==> config.mk <==
export PLATFORM = sky130hd
export DESIGN_NAME = whole_word_phrase_matcher_unit
export DESIGN_NICKNAME = d
export VERILOG_FILES = /design/src/rtl/core/wwpm_pkg.sv /design/src/rtl/core/wwpm_char_class.sv /design/src/rtl/core/wwpm_phrase_bank.sv /design/src/rtl/core/whole_word_phrase_matcher_unit.sv
export VERILOG_INCLUDE_DIRS = /design/src /design/src/rtl/core
export SDC_FILE = /design/constraint.sdc
export NUM_CORES = 1
export LEC_CHECK = 0
export BUFFER_PORTS_ARGS = -buffer_cell sky130_fd_sc_hd__buf_4
export CAP_MARGIN = 25
export CORE_UTILIZATION = 57
export CTS_CLUSTER_SIZE = 10
export DETAILED_ROUTE_END_ITERATION = 8
export HOLD_SLACK_MARGIN = 0.05
export PLACE_DENSITY = 0.82
export SLEW_MARGIN = 20
export SYNTH_ARGS = -nofsm -noshare
export SYNTH_HDL_FRONTEND = slang
export SYNTH_SLANG_ARGS = --single-unit
==> constraint.sdc <==
create_clock -name clk -period 2.3 [get_ports clk]
set_input_delay 0.46 -clock clk [delete_from_list [all_inputs] [get_ports clk]]
set_output_delay 0.46 -clock clk [all_outputs]
set_load 0.005 [all_outputs]
==> src/rtl/core/whole_word_phrase_matcher_unit_macros.svh <==
// Assertion helpers for the whole-word phrase matcher
`ifndef WHOLE_WORD_PHRASE_MATCHER_UNIT_MACROS_SVH
`define WHOLE_WORD_PHRASE_MATCHER_UNIT_MACROS_SVH

// Same-cycle implication, checked out of reset
`define WWPM_ASSERT_NOW(label, clk, rst_n, ante, cons, msg) \
    label: assert property (@(posedge clk) disable iff (!rst_n) (ante) |-> (cons)) \
        else $error(msg);

// Next-cycle implication, checked out of reset
`define WWPM_ASSERT_NEXT(label, clk, rst_n, ante, cons, msg) \
    label: assert property (@(posedge clk) disable iff (!rst_n) (ante) |=> (cons)) \
        else $error(msg);

`endif

==> src/rtl/core/wwpm_pkg.sv <==
// ----------------------------------------------------------------------------
// wwpm_pkg
// Types, phrase table and helpers for the whole-word phrase matcher.
// ----------------------------------------------------------------------------
package wwpm_pkg;

    localparam int NUM_PHRASES    = 39;
    localparam int MAX_PHRASE_LEN = 22;
    localparam int TABLE_SIZE     = 39;
    localparam int SLOT_LIMIT     = 64;
    localparam int UNIT_W         = 16;
    localparam int PIDX_W         = 6;

    localparam logic [UNIT_W-1:0] UNIT_SPACE = 16'h0020;
    localparam logic [UNIT_W-1:0] UNIT_S     = 16'h0073;

    // end-check codes
    localparam logic [1:0] PEND_IDLE = 2'd0;
    localparam logic [1:0] PEND_WAIT = 2'd1;
    localparam logic [1:0] PEND_S    = 2'd2;

    typedef struct packed {
        logic [UNIT_W-1:0] code_unit;
        logic              last_unit;
    } in_item_t;

    typedef struct packed {
        logic              matched;
        logic [PIDX_W-1:0] phrase_index;
    } out_item_t;

    // one emitted unit as seen by the phrase lanes
    typedef struct packed {
        logic              emit;
        logic [UNIT_W-1:0] unit;
        logic              alnum;
        logic              prev_alnum;
        logic              flush;
    } emit_ctl_t;

    // phrases, right-aligned and zero padded: the last character is byte 0
    localparam logic [8*SLOT_LIMIT-1:0] PHRASE_TABLE [TABLE_SIZE] = '{
        "money transfer", "wire transfer", "bank transfer", {"wes", "tern un", "ion"},
        {"money", "gram"}, "send me money", "transfer the money", "gift card",
        {"itu", "nes card"}, {"goo", "gle pl", "ay card"}, {"ste", "am card"},
        {"ama", "zon card"},
        "investment opportunity", "crypto investment", "bitcoin investment",
        "guaranteed profit", "guaranteed return", "double your money",
        "high returns", "trading signal", "mining pool", "verification fee",
        "processing fee", "release fee", "activation fee", "customs fee",
        "unlock fee", "send the code", "send me the code", "verification code",
        "one-time code", "otp code", "seed phrase", "recovery phrase",
        "private key", "soulmate", "widower", "oil rig", "stranded abroad"
    };

    function automatic int phrase_len(int p);
        int n;
        n = 0;
        for (int b = 0; b < SLOT_LIMIT; b++)
        begin
            if (PHRASE_TABLE[p][8*b +: 8] != 8'h00)
                n++;
        end
        return n;
    endfunction

    // character i (from the start) of phrase p
    function automatic logic [7:0] phrase_char(int p, int i);
        return PHRASE_TABLE[p][8*(phrase_len(p)-1-i) +: 8];
    endfunction

    function automatic logic is_space_unit(logic [UNIT_W-1:0] u);
        return (u >= 16'h0009 && u <= 16'h000D) || u == 16'h0020 || u == 16'h0085 ||
               u == 16'h00A0 || u == 16'h1680 || (u >= 16'h2000 && u <= 16'h200A) ||
               u == 16'h2028 || u == 16'h2029 || u == 16'h202F || u == 16'h205F ||
               u == 16'h3000;
    endfunction

    function automatic logic is_alnum_unit(logic [UNIT_W-1:0] u);
        return (u >= 16'h0030 && u <= 16'h0039) || (u >= 16'h0061 && u <= 16'h007A) ||
               (u >= 16'h0041 && u <= 16'h005A) || (u >= 16'h0080 && !is_space_unit(u));
    endfunction

endpackage

==> src/rtl/core/wwpm_char_class.sv <==
// ----------------------------------------------------------------------------
// wwpm_char_class
// Folds case, collapses whitespace and classifies the emitted unit.
// ----------------------------------------------------------------------------
module wwpm_char_class
    import wwpm_pkg::*;
(
    input  logic              accept,
    input  in_item_t          item,
    input  logic              prev_space,
    input  logic              prev_alnum,
    output logic              unit_is_space,
    output emit_ctl_t         ctl
);

    logic [UNIT_W-1:0] folded;

    always_comb
    begin
        unit_is_space = is_space_unit(item.code_unit);
        folded = item.code_unit;
        if (item.code_unit >= 16'h0041 && item.code_unit <= 16'h005A)
            folded = item.code_unit + 16'h0020;
        ctl.emit       = accept && (!unit_is_space || !prev_space);
        ctl.unit       = unit_is_space ? UNIT_SPACE : folded;
        ctl.alnum      = !unit_is_space && is_alnum_unit(folded);
        ctl.prev_alnum = prev_alnum;
        ctl.flush      = accept && item.last_unit;
    end

endmodule

==> src/rtl/core/wwpm_phrase_bank.sv <==
// ----------------------------------------------------------------------------
// wwpm_phrase_bank
// Shift-and lanes, one per phrase, with word-end checks and hit bits.
// ----------------------------------------------------------------------------
module wwpm_phrase_bank
    import wwpm_pkg::*;
(
    input  logic                   clk,
    input  logic                   rst_n,
    input  emit_ctl_t              ctl,
    output logic [NUM_PHRASES-1:0] final_hits
);

    for (genvar p = 0; p < NUM_PHRASES; p++)
    begin : g_lane
        if (p < TABLE_SIZE && phrase_len(p) >= 1 && phrase_len(p) <= MAX_PHRASE_LEN)
        begin : g_live
            localparam int LEN = phrase_len(p);

            logic [LEN-1:0] pm_reg, pm_next, adv;
            logic [1:0]     pend_reg, pend_next;
            logic           hit_reg, hit_next, hit_now;

            for (genvar i = 0; i < LEN; i++)
            begin : g_bit
                localparam logic [7:0] CH = phrase_char(p, i);
                if (i == 0)
                begin : g_head
                    assign adv[i] = !ctl.prev_alnum && ctl.unit == {8'h00, CH};
                end
                else
                begin : g_body
                    assign adv[i] = pm_reg[i-1] && ctl.unit == {8'h00, CH};
                end
            end

            always_comb
            begin
                hit_now   = 1'b0;
                pend_next = PEND_IDLE;
                case (pend_reg)
                    PEND_WAIT:
                    begin
                        if (!ctl.alnum)
                            hit_now = 1'b1;
                        else if (ctl.unit == UNIT_S)
                            pend_next = PEND_S;
                    end
                    PEND_S:
                        hit_now = !ctl.alnum;
                    default:
                        pend_next = PEND_IDLE;
                endcase
                pm_next = adv;
                if (adv[LEN-1])
                begin
                    pend_next        = PEND_WAIT;
                    pm_next[LEN-1]   = 1'b0;
                end
                hit_next = hit_reg || hit_now;
            end

            // pending end checks count as hits when the text ends
            assign final_hits[p] = ctl.emit ? (hit_next || pend_next != PEND_IDLE)
                                            : (hit_reg || pend_reg != PEND_IDLE);

            always_ff @(posedge clk or negedge rst_n)
            begin
                if (!rst_n)
                begin
                    pm_reg   <= '0;
                    pend_reg <= PEND_IDLE;
                    hit_reg  <= 1'b0;
                end
                else if (ctl.flush)
                begin
                    pm_reg   <= '0;
                    pend_reg <= PEND_IDLE;
                    hit_reg  <= 1'b0;
                end
                else if (ctl.emit)
                begin
                    pm_reg   <= pm_next;
                    pend_reg <= pend_next;
                    hit_reg  <= hit_next;
                end
            end
        end
        else
        begin : g_dead
            assign final_hits[p] = 1'b0;
        end
    end

endmodule

==> src/rtl/core/whole_word_phrase_matcher_unit.sv <==
// Result: a result item appears in the output register in the cycle after the
//   item carrying last_unit is accepted.
// Throughput: one code unit per cycle; every phrase lane updates in the same
//   cycle, so the input only waits while a result sits stalled at the output.
// Reset: all match state cleared, leading whitespace skipping armed; the same
//   state is restored after every final unit.
// ----------------------------------------------------------------------------
// whole_word_phrase_matcher_unit
// Streams message text and reports the lowest whole-word phrase match.
// ----------------------------------------------------------------------------
`include "whole_word_phrase_matcher_unit_macros.svh"

module whole_word_phrase_matcher_unit
    import wwpm_pkg::*;
(
    input  logic      clk,
    input  logic      rst_n,
    input  logic      in_valid,
    output logic      in_stall,
    input  in_item_t  in_data,
    output logic      out_valid,
    input  logic      out_stall,
    output out_item_t out_data
);

    logic                   accept;
    logic                   unit_is_space;
    logic                   prev_space_reg, prev_space_next;
    logic                   prev_alnum_reg, prev_alnum_next;
    logic                   out_valid_reg;
    out_item_t              out_data_reg, out_data_next;
    emit_ctl_t              ctl;
    logic [NUM_PHRASES-1:0] final_hits;

    // Hold the input only while a finished result is still being held back.
    assign in_stall = out_valid_reg && out_stall;
    assign accept   = in_valid && !in_stall;

    wwpm_char_class u_class (
        .accept        (accept),
        .item          (in_data),
        .prev_space    (prev_space_reg),
        .prev_alnum    (prev_alnum_reg),
        .unit_is_space (unit_is_space),
        .ctl           (ctl)
    );

    wwpm_phrase_bank u_bank (
        .clk        (clk),
        .rst_n      (rst_n),
        .ctl        (ctl),
        .final_hits (final_hits)
    );

    // Pick the lowest hitting phrase; scan from the top so low indexes win.
    always_comb
    begin
        out_data_next.matched      = |final_hits;
        out_data_next.phrase_index = '0;
        for (int p = NUM_PHRASES - 1; p >= 0; p--)
        begin
            if (final_hits[p])
                out_data_next.phrase_index = PIDX_W'(p);
        end
    end

    // Track the last emitted unit; a final unit rearms leading-space skipping.
    always_comb
    begin
        prev_space_next = prev_space_reg;
        prev_alnum_next = prev_alnum_reg;
        if (ctl.flush)
        begin
            prev_space_next = 1'b1;
            prev_alnum_next = 1'b0;
        end
        else if (ctl.emit)
        begin
            prev_space_next = unit_is_space;
            prev_alnum_next = ctl.alnum;
        end
    end

    always_ff @(posedge clk or negedge rst_n)
    begin
        if (!rst_n)
        begin
            prev_space_reg <= 1'b1;
            prev_alnum_reg <= 1'b0;
            out_valid_reg  <= 1'b0;
        end
        else
        begin
            prev_space_reg <= prev_space_next;
            prev_alnum_reg <= prev_alnum_next;
            if (ctl.flush)
                out_valid_reg <= 1'b1;
            else if (!out_stall)
                out_valid_reg <= 1'b0;
        end
    end

    // Load the result item only on a final unit.
    always_ff @(posedge clk)
    begin
        if (ctl.flush)
            out_data_reg <= out_data_next;
    end

    assign out_valid = out_valid_reg;
    assign out_data  = out_data_reg;

    `WWPM_ASSERT_NEXT(a_result_after_last, clk, rst_n, accept && in_data.last_unit, out_valid, "final unit gave no result")
    `WWPM_ASSERT_NOW(a_index_zero_when_none, clk, rst_n, out_valid && !out_data.matched, out_data.phrase_index == '0, "index set without a match")
    `WWPM_ASSERT_NOW(a_stall_only_when_full, clk, rst_n, in_stall, out_valid, "input stalled with empty output")
    `WWPM_ASSERT_NEXT(a_fresh_after_flush, clk, rst_n, ctl.flush, prev_space_reg && !prev_alnum_reg, "history not cleared after final unit")

endmodule
==> flow_summary.toml, run 1 <==
[run_status]
outcome = "finished with violations"
violations = "negative setup slack"

[drt]
antenna_left = 0
drtPass1Iterations = 6
vias = 19460
viasPerCell = 6.831
drc = 0
wl_per_cell_um = 27.99
drt_wl_total_mm = 79.74
dr.first_iter.drc_count = 2201

[clocking]
htreeDepth = 2
cts_sinks = 533
clk_pin_slew_worst_paths_ps = 60
cts-root-buf = "clkbuf_16"
insertion_delay_ps = 680
cts_buffers = 60
cts_buffer_depth = 3
cts_tree = "yes"

[finish]
synthToLayoutAreaGrowth_pct = 30.03
drive_above_1_share = 0.2797
most-common-layout-cells = "525 x dfrtp_1, 467 x a22o_1, 282 x buf_4"
fin_nets = 2446
final_common_cell = "dfrtp_1"
largest_register_ff_count = 406
nFillCells = 2483
diodes = 0
fin_cells = 2849

[timing]
slew_headroom = 0.5877
fin_ws_ps = -1032
period_minus_slack_ps = 3332
maxSlewViolCount = 0
hold_slack_ps = 201.6
finalHoldViolations = 0
setup_viol = 527
clock.fmax_ghz = 0.3001
period_share = 1.449
skew_ps = 86.29
worstMarginPinSlew_ps = 616.1
grt_setup_unrepaired = "yes"
tns_ps = -146760

[synth]
avgSynthCellArea_sq_um = 12.10
ys_ff_latch = 533
syn_nets = 2097
synth_area_sq_mm = 0.02366
synth_cell_types = 92
ys_seq_area_frac = 0.5653
async_flop_share = 0.9869
ys.flop_type = "dfrtp_1"
syn_inst = 1956
yosysWarnings = 0
synth_edf_count = 7

[placement]
port_buffers = 29
gp_congestion = 1.027
place_hpwl_mm = 46.62
dp.cells = 2706

[floorplan]
start_util = 0.5781
io_pins = 30
rows = 74
die_h_um = 205.7
dieArea_sq_mm = 0.04232
core_area_sq_mm = 0.04092
die_width_um = 205.7

[hold_path]
hold_path.class = "in -> reg"
min_from = "in_valid"

[worst_setup_path]
cpPeakStageDelay_ps = 570
crit_buf_inv = 4
worstPathArrival_ps = 3690
critPathMaxFanout = 7
crit_chain = "buf_8 > or4_4 > o41ai_2 > o311a_1 > a211o_1 > o21ai_4 > buf_12 > buf_12 > clkbuf_16 > a311oi_2 > o22ai_1 > nor2b_1 > nor2b_1 > o41ai_2 > a31oi_1 > o211a_1"
cp_top_family = "compound AO/OA/AOI/OAI gates"
cp_data_required_time_ps = 2650
crit_path_end_kind = "register"
startpoint_type = "primary input"
r2r_start = "out_valid"
rrSetupSlack_ps = -630
slowest_stage = "or4_4"
worstSetupStartpoint = "in_data[15]"
path_class = "in -> reg"

[global_routing]
grt_max_degree = 102
grt_pass1_vias = 19910
overflow = 0
grt_pass1_wl_mm = 117.9
grt.total_usage = 0.3701
antenna_found_initial = 0

[power]
p_per_area_mw_per_mm2 = 634.7
finalPower_mw = 19.53
peakVddDrop_mv = 0.7155
p_leak_nw = 14.42

[job]
cap_violations = 0
## report_power, final
part           leakage, nW  internal (mW)  switching (mW)  total, mW
clock                0.824           4.84            3.76       8.60
combinational         6.19          0.585           0.914       1.50
sequential            7.41           9.42          0.0109       9.43
total                 14.4           14.8            4.68       19.5
## kinds of logic (layout without fill, tap and decap cells)
kind of cell	count (synthesis)	after routing	synth area share
and+or+nand+nor	327	327	0.07261
adders and majority gates	120	120	0.06346
AOI/OAI and AO/OA	738	738	0.2550
buffers and inverters	229	590	0.03950
DFF	533	533	0.5653
muxes	9	9	0.004125
## synthesized netlist by cell type, types with 5 or more instances
library cell | number | area [sq um]
a21o_1 | 7 | 52.55
a21oi_1 | 73 | 365.4
a221oi_1 | 7 | 61.31
a22o_1 | 468 | 4099
a22oi_1 | 5 | 37.54
a31oi_1 | 16 | 100.1
a32oi_1 | 7 | 61.31
and3_1 | 5 | 31.28
and4b_1 | 5 | 50.05
buf_1 | 15 | 56.30
buf_2 | 12 | 60.06
buf_6 | 7 | 78.83
clkbuf_1 | 95 | 356.6
dfrtp_1 | 525 | 13140
edfxtp_1 | 7 | 210.2
ha_1 | 120 | 1501
inv_1 | 98 | 367.9
mux2i_1 | 6 | 60.06
nand2_1 | 80 | 300.3
nand2b_1 | 11 | 68.82
nand3_1 | 25 | 125.1
nand3b_1 | 11 | 82.58
nand4_1 | 5 | 31.28
nor2_1 | 90 | 337.8
nor2b_1 | 7 | 43.79
nor3_1 | 23 | 115.1
nor3b_1 | 17 | 127.6
nor4_1 | 7 | 43.79
o211ai_1 | 15 | 112.6
o21a_1 | 35 | 262.8
o21ai_0 | 35 | 175.2
o31ai_1 | 8 | 60.06
or3_1 | 6 | 37.54
## path summary, 6_finish.rpt
kind                                                        to  depth (start not counted)
setup reg to reg                                   out_data[1]                         11
hold reg to reg            u_bank.g_lane[16].g_live.pm_reg[15]                          1
max in group asynchronous   u_bank.g_lane[27].g_live.pm_reg[8]                          3
hold / removal                                  prev_space_reg                          4
setup / recovery                                   out_data[1]                         16
min in group asynchronous     u_bank.g_lane[28].g_live.hit_reg                          2
## tightest hold or removal path, stage by stage
cell     delay [ps]
buf_4            90
nand2_1         110
nand2_1         100
nand2_1          40
## routing by layer
metal	vias up	share of wire	wire [um]	GRT usage
li1	8053	-	-	-
met1	9905	0.37	29700	0.4825
met2	1190	0.47	37240	0.5845
met5	-	0	0	0
met3	314	0.10	8371	0.08758
met4	0	0.056	4432	0.1767
## cell type report
type	instances	area (sq um)	share of cell area
Clock buffer	70	1599	0.05198
Clock inverter	4	85.08	0.002766
Inverter	98	370.4	0.01204
Multi-Input combinational cell	1194	10130	0.3294
Sequential cell	533	13370	0.4347
Tap cell	532	665.6	0.02164
Timing Repair Buffer	418	4536	0.1474
## per-stage QoR
stage | utilization | cell area (sq um) | worst slack, ps
6_report | 0.7517 | 30760 | -1032
5_1_grt | 0.7517 | 30760 | -1094
4_1_cts | 0.7345 | 30060 | -946.2
3_5_place_dp | 0.6756 | 27650 | -1677
3_3_place_gp | 0.6756 | 27650 | -1608
2_1_floorplan | - | 25060 | -1224
## repair_timing
item	CTS	global route
pin swaps	30	77
endpoints found under the setup margin	485	531
endpoints found under the hold margin	328	0
setup buffers	29	34
resized for setup	58	89
hold buffers	1	0
gates cloned	9	13
No activity file was read; power rests on OpenSTA's default activity.
==> inputs of run 2 (changes only) <==
CORE_MARGIN = 8   (was unset)
TNS_END_PERCENT = 5   (was unset)
==> flow_summary.toml, run 2 (synthesis results as in run 1) <==
[worst_setup_path]
rrSetupSlack_ps = -600
worstPathArrival_ps = 3730
startpoint_type = "primary input"
path_class = "in -> reg"
crit_chain = "buf_6 > or4_4 > o41ai_2 > o311a_1 > a211o_1 > o21ai_4 > buf_12 > a2111oi_4 > a31oi_2 > buf_4 > or3_1 > a221oi_2 > o41ai_1 > a211oi_1"
cp_data_required_time_ps = 2740
slowest_stage = "or4_4"
crit_path_end_kind = "register"
critPathMaxFanout = 24
cpPeakStageDelay_ps = 570

[timing]
hold_slack_ps = 173.5
skew_ps = 38.55
period_minus_slack_ps = 3289
maxSlewViolCount = 0
slew_headroom = 0.5257
grt_setup_unrepaired = "yes"
period_share = 1.430
fin_ws_ps = -988.6
setup_viol = 510
worstMarginPinSlew_ps = 711.5
clock.fmax_ghz = 0.3041
finalHoldViolations = 0

[floorplan]
die_width_um = 219.7
die_h_um = 219.7
io_pins = 30
start_util = 0.5781
rows = 74
core_area_sq_mm = 0.04092
dieArea_sq_mm = 0.04828

[finish]
fin_util = 0.7346
drive_above_1_share = 0.2597
final_common_cell = "dfrtp_1"
fin_cells = 2842
largest_register_ff_count = 406
synthToLayoutAreaGrowth_pct = 27.07
most-common-layout-cells = "525 x dfrtp_1, 468 x a22o_1, 305 x buf_4"
diodes = 0
postLayoutCellArea_sq_mm = 0.03006
nFillCells = 2576
fin_nets = 2440

[drt]
drtPass1Iterations = 7
vias = 19170
dr.first_iter.drc_count = 1957
drt_wl_total_mm = 74.64
viasPerCell = 6.745
wl_per_cell_um = 26.26
antenna_left = 0
drc = 0

[global_routing]
overflow = 0
grt_pass1_wl_mm = 115.4
grt_max_degree = 68
antenna_found_initial = 1
grt_pass1_vias = 19850
grt.total_usage = 0.3060

[placement]
port_buffers = 29
gp_congestion = 0.9914
place_hpwl_mm = 46.10
dp.cells = 2708
placed_cell_area_sq_mm = 0.02719

[job]
cap_violations = 0

[clocking]
insertion_delay_ps = 640
cts_tree = "yes"
clk_pin_slew_worst_paths_ps = 60
cts_buffers = 60
cts-root-buf = "clkbuf_16"
cts_buffer_depth = 3
htreeDepth = 2
cts_sinks = 533

[power]
p_leak_nw = 14.16
p_per_area_mw_per_mm2 = 646.2
finalPower_mw = 19.43
peakVddDrop_mv = 0.6392

[run_status]
violations = "negative setup slack"
outcome = "finished with violations"

[hold_path]
hold_path.class = "in -> reg"
[run 2: cell types whose count changed in the layout (fill, tap and decap cells not counted), moves of 10 or more]
cell       previous run  this run
a21oi_1              35        66
a21oi_2              38         7
buf_4               282       305
buf_12               70        50
clkbuf_16            72        61
o21ai_1              14         4
[run 2: final timing paths]
| kind | from | endpoint | cells past startpoint |
|---|---|---|---|
| worst max register to register | out_valid | out_data[0] | 13 |
| max in group asynchronous | rst_n | u_bank.g_lane[28].g_live.pm_reg[13] | 3 |
| worst min register to register | u_bank.g_lane[16].g_live.pm_reg[12] | u_bank.g_lane[16].g_live.pm_reg[13] | 1 |
| worst min-delay path | in_data[0] | u_bank.g_lane[29].g_live.hit_reg | 2 |
| worst max-delay path | in_data[10] | out_data[0] | 14 |
| min in group asynchronous | rst_n | u_bank.g_lane[8].g_live.pend_reg[0] | 2 |
[run 2: report_power, final]
| part | switching [mW] | internal, mW |
|---|---|---|
| Clock | 3.72 | 4.84 |
| Combinational | 0.891 | 0.547 |
| Sequential | 0.00785 | 9.42 |
[run 2: critical path: cells and delay by family]
kind | cells | cell delay [ps]
buffers and inverters | 3 | 440
AND/OR/NAND/NOR | 2 | 970
AO/OA/AOI/OAI | 9 | 1840
[run 2: what timing repair did]
action / in CTS / in global routing
pin swaps: 67 / 120
setup buffers: 49 / 11
cloned: 4 / 1
hold buffers: 1 / 0
resized for setup: 106 / 45
setup endpoints to repair: 518 / 531
hold endpoints to repair: 46 / 0
[run 2: metal layers]
layer	track usage	wire length, um	up-vias
li1	-	-	8022
met1	0.4013	29600	9792
met2	0.4836	34980	1097
met3	0.06856	6732	256
met4	0.1405	3320	2
met5	0	8	-
[run 2: through the flow]
stage,TNS [ps],setup WS [ps]
after floorplan,-285180,-1224
after global placement,-422710,-1639
after detailed placement,-439860,-1714
after CTS,-141680,-918.2
after global routing,-230980,-1159
final,-204310,-988.6
[run 2: layout make-up]
| class | instances | area [sq um] | share of cell area |
|---|---|---|---|
| flip-flops and latches | 533 | 13370 | 0.4449 |
| multi-input cells | 1194 | 9935 | 0.3305 |
| repair buffers | 412 | 4053 | 0.1348 |
| clock buffers | 68 | 1562 | 0.05194 |
| well taps | 532 | 665.6 | 0.02214 |
| inverters | 98 | 370.4 | 0.01232 |
| clock inverters | 5 | 103.9 | 0.003454 |
==> inputs of run 3 (changes only) <==
BUFFER_PORTS_ARGS = unset   (was -buffer_cell sky130_fd_sc_hd__buf_4)
CORE_UTILIZATION = 58   (was 57)
DONT_BUFFER_PORTS = 1   (was unset)
==> flow_summary.toml, run 3 (synthesis results as in run 1) <==
[floorplan]
die_width_um = 218.0
die_h_um = 218.0
io_pins = 30
dieArea_sq_mm = 0.04751
rows = 74
core_area_sq_mm = 0.04055
start_util = 0.5834

[timing]
slew_headroom = -0.5218
fin_ws_ps = -944.1
clock.fmax_ghz = 0.3083
hold_slack_ps = -428.8
period_share = 1.410
setup_viol = 466
tns_ps = -112380
worstMarginPinSlew_ps = 2283
grt_setup_unrepaired = "yes"
skew_ps = 53.77
period_minus_slack_ps = 3244
maxSlewViolCount = 364
finalHoldViolations = 302

[worst_setup_path]
startpoint_type = "primary input"
path_class = "in -> reg"
crit_path_end_kind = "register"
worstPathArrival_ps = 3720
critPathMaxFanout = 9
cp_data_required_time_ps = 2780

[placement]
port_buffers = 0
place_hpwl_mm = 45.07
gp_congestion = 0.9825
place_ws_ps = -1683

[drt]
antenna_left = 0
dr.first_iter.drc_count = 2266
drc = 0
wl_per_cell_um = 25.81
drt_wl_total_mm = 70.99
vias = 18520
viasPerCell = 6.732
drtPass1Iterations = 6

[finish]
seq_area_sq_mm = 0.01337
diodes = 0
drive_above_1_share = 0.2231
synthToLayoutAreaGrowth_pct = 22.59
fin_nets = 2351
largest_register_ff_count = 406
final_common_cell = "dfrtp_1"
multi_input_area_sq_mm = 0.009813
nFillCells = 2636
most-common-layout-cells = "525 x dfrtp_1, 468 x a22o_1, 260 x buf_4"

[clocking]
cts-root-buf = "clkbuf_16"
cts_tree = "yes"
cts_buffers = 60
cts_sinks = 533
insertion_delay_ps = 660
htreeDepth = 2
cts_hold_buf = 1
clk_pin_slew_worst_paths_ps = 60
cts_buffer_depth = 3

[power]
finalPower_mw = 19.15
peakVddDrop_mv = 0.7756
p_per_area_mw_per_mm2 = 660.1
p_leak_nw = 13.63

[global_routing]
grt_pass1_wl_mm = 109.4
overflow = 0
grt_pass1_vias = 18720
grt.total_usage = 0.2943
grt_max_degree = 527
antenna_found_initial = 0

[run_status]
outcome = "finished with violations"
violations = "negative hold slack, max-slew violations, negative setup slack"

[job]
cap_violations = 0

[hold_path]
hold_path.class = "in -> async"
[run 3: per-stage QoR]
| step | util | area [sq um] | std cells |
|---|---|---|---|
| 2_1_floorplan | - | 23880 | 1956 |
| 3_3_place_gp | 0.6561 | 26610 | 2649 |
| 3_5_place_dp | 0.6561 | 26610 | 2649 |
| 4_1_cts | 0.7088 | 28740 | 2737 |
| 5_1_grt | 0.7152 | 29000 | 2751 |
| 6_report | 0.7152 | 29000 | 2751 |
[run 3: path summary, 6_finish.rpt]
check / start / end / slack (ps) / depth (start not counted)
worst max register to register: out_valid / out_data[0] / -590 / 12
worst min register to register: u_bank.g_lane[5].g_live.pm_reg[10] / u_bank.g_lane[5].g_live.pm_reg[11] / 460 / 1
max in group asynchronous: rst_n / u_bank.g_lane[33].g_live.pend_reg[1] / 960 / 0
min in group clk: in_valid / prev_space_reg / 120 / 4
worst max-delay path: in_data[11] / out_data[1] / -940 / 14
worst min-delay path: rst_n / u_bank.g_lane[27].g_live.pend_reg[0] / -430 / 0
[run 3: final cells by class]
type,instances,area share
clock inverters,5,0.004444
multi-input cells,1194,0.3384
clock buffers,66,0.05393
repair buffers,323,0.1064
flip-flops and latches,533,0.4611
well taps,532,0.02295
inverters,98,0.01277
[run 3: worst max-delay path, cell delays in order]
cell      delay (ps)
or4_4            540
o41ai_2          340
o311a_1          210
a211o_1          200
o21ai_4          120
buf_12           170
a221oi_1         490
a31oi_4          160
nor4_2           250
buf_4            170
and4b_1          210
o31ai_2           80
a31oi_1          170
o211a_1          150
[run 3: where the power goes]
part           switching, mW  internal [mW]
sequential            0.0106           9.42
clock                   3.69           4.97
combinational          0.618          0.440
[run 3: what timing repair did]
item	in CTS	in global routing
buffers inserted	16	12
cloned	2	2
pin swaps	57	43
endpoints found under the setup margin	531	528
endpoints found under the hold margin	531	526
resized for setup	56	39
[run 3: metal layers]
layer,share of wire,vias up,wire [um],global-route usage
met2,0.48,941,33760,0.4702
met4,0.038,0,2723,0.1160
met3,0.081,189,5750,0.05839
met1,0.41,9551,28760,0.3943
met5,0,-,0,0
li1,-,7838,-,-
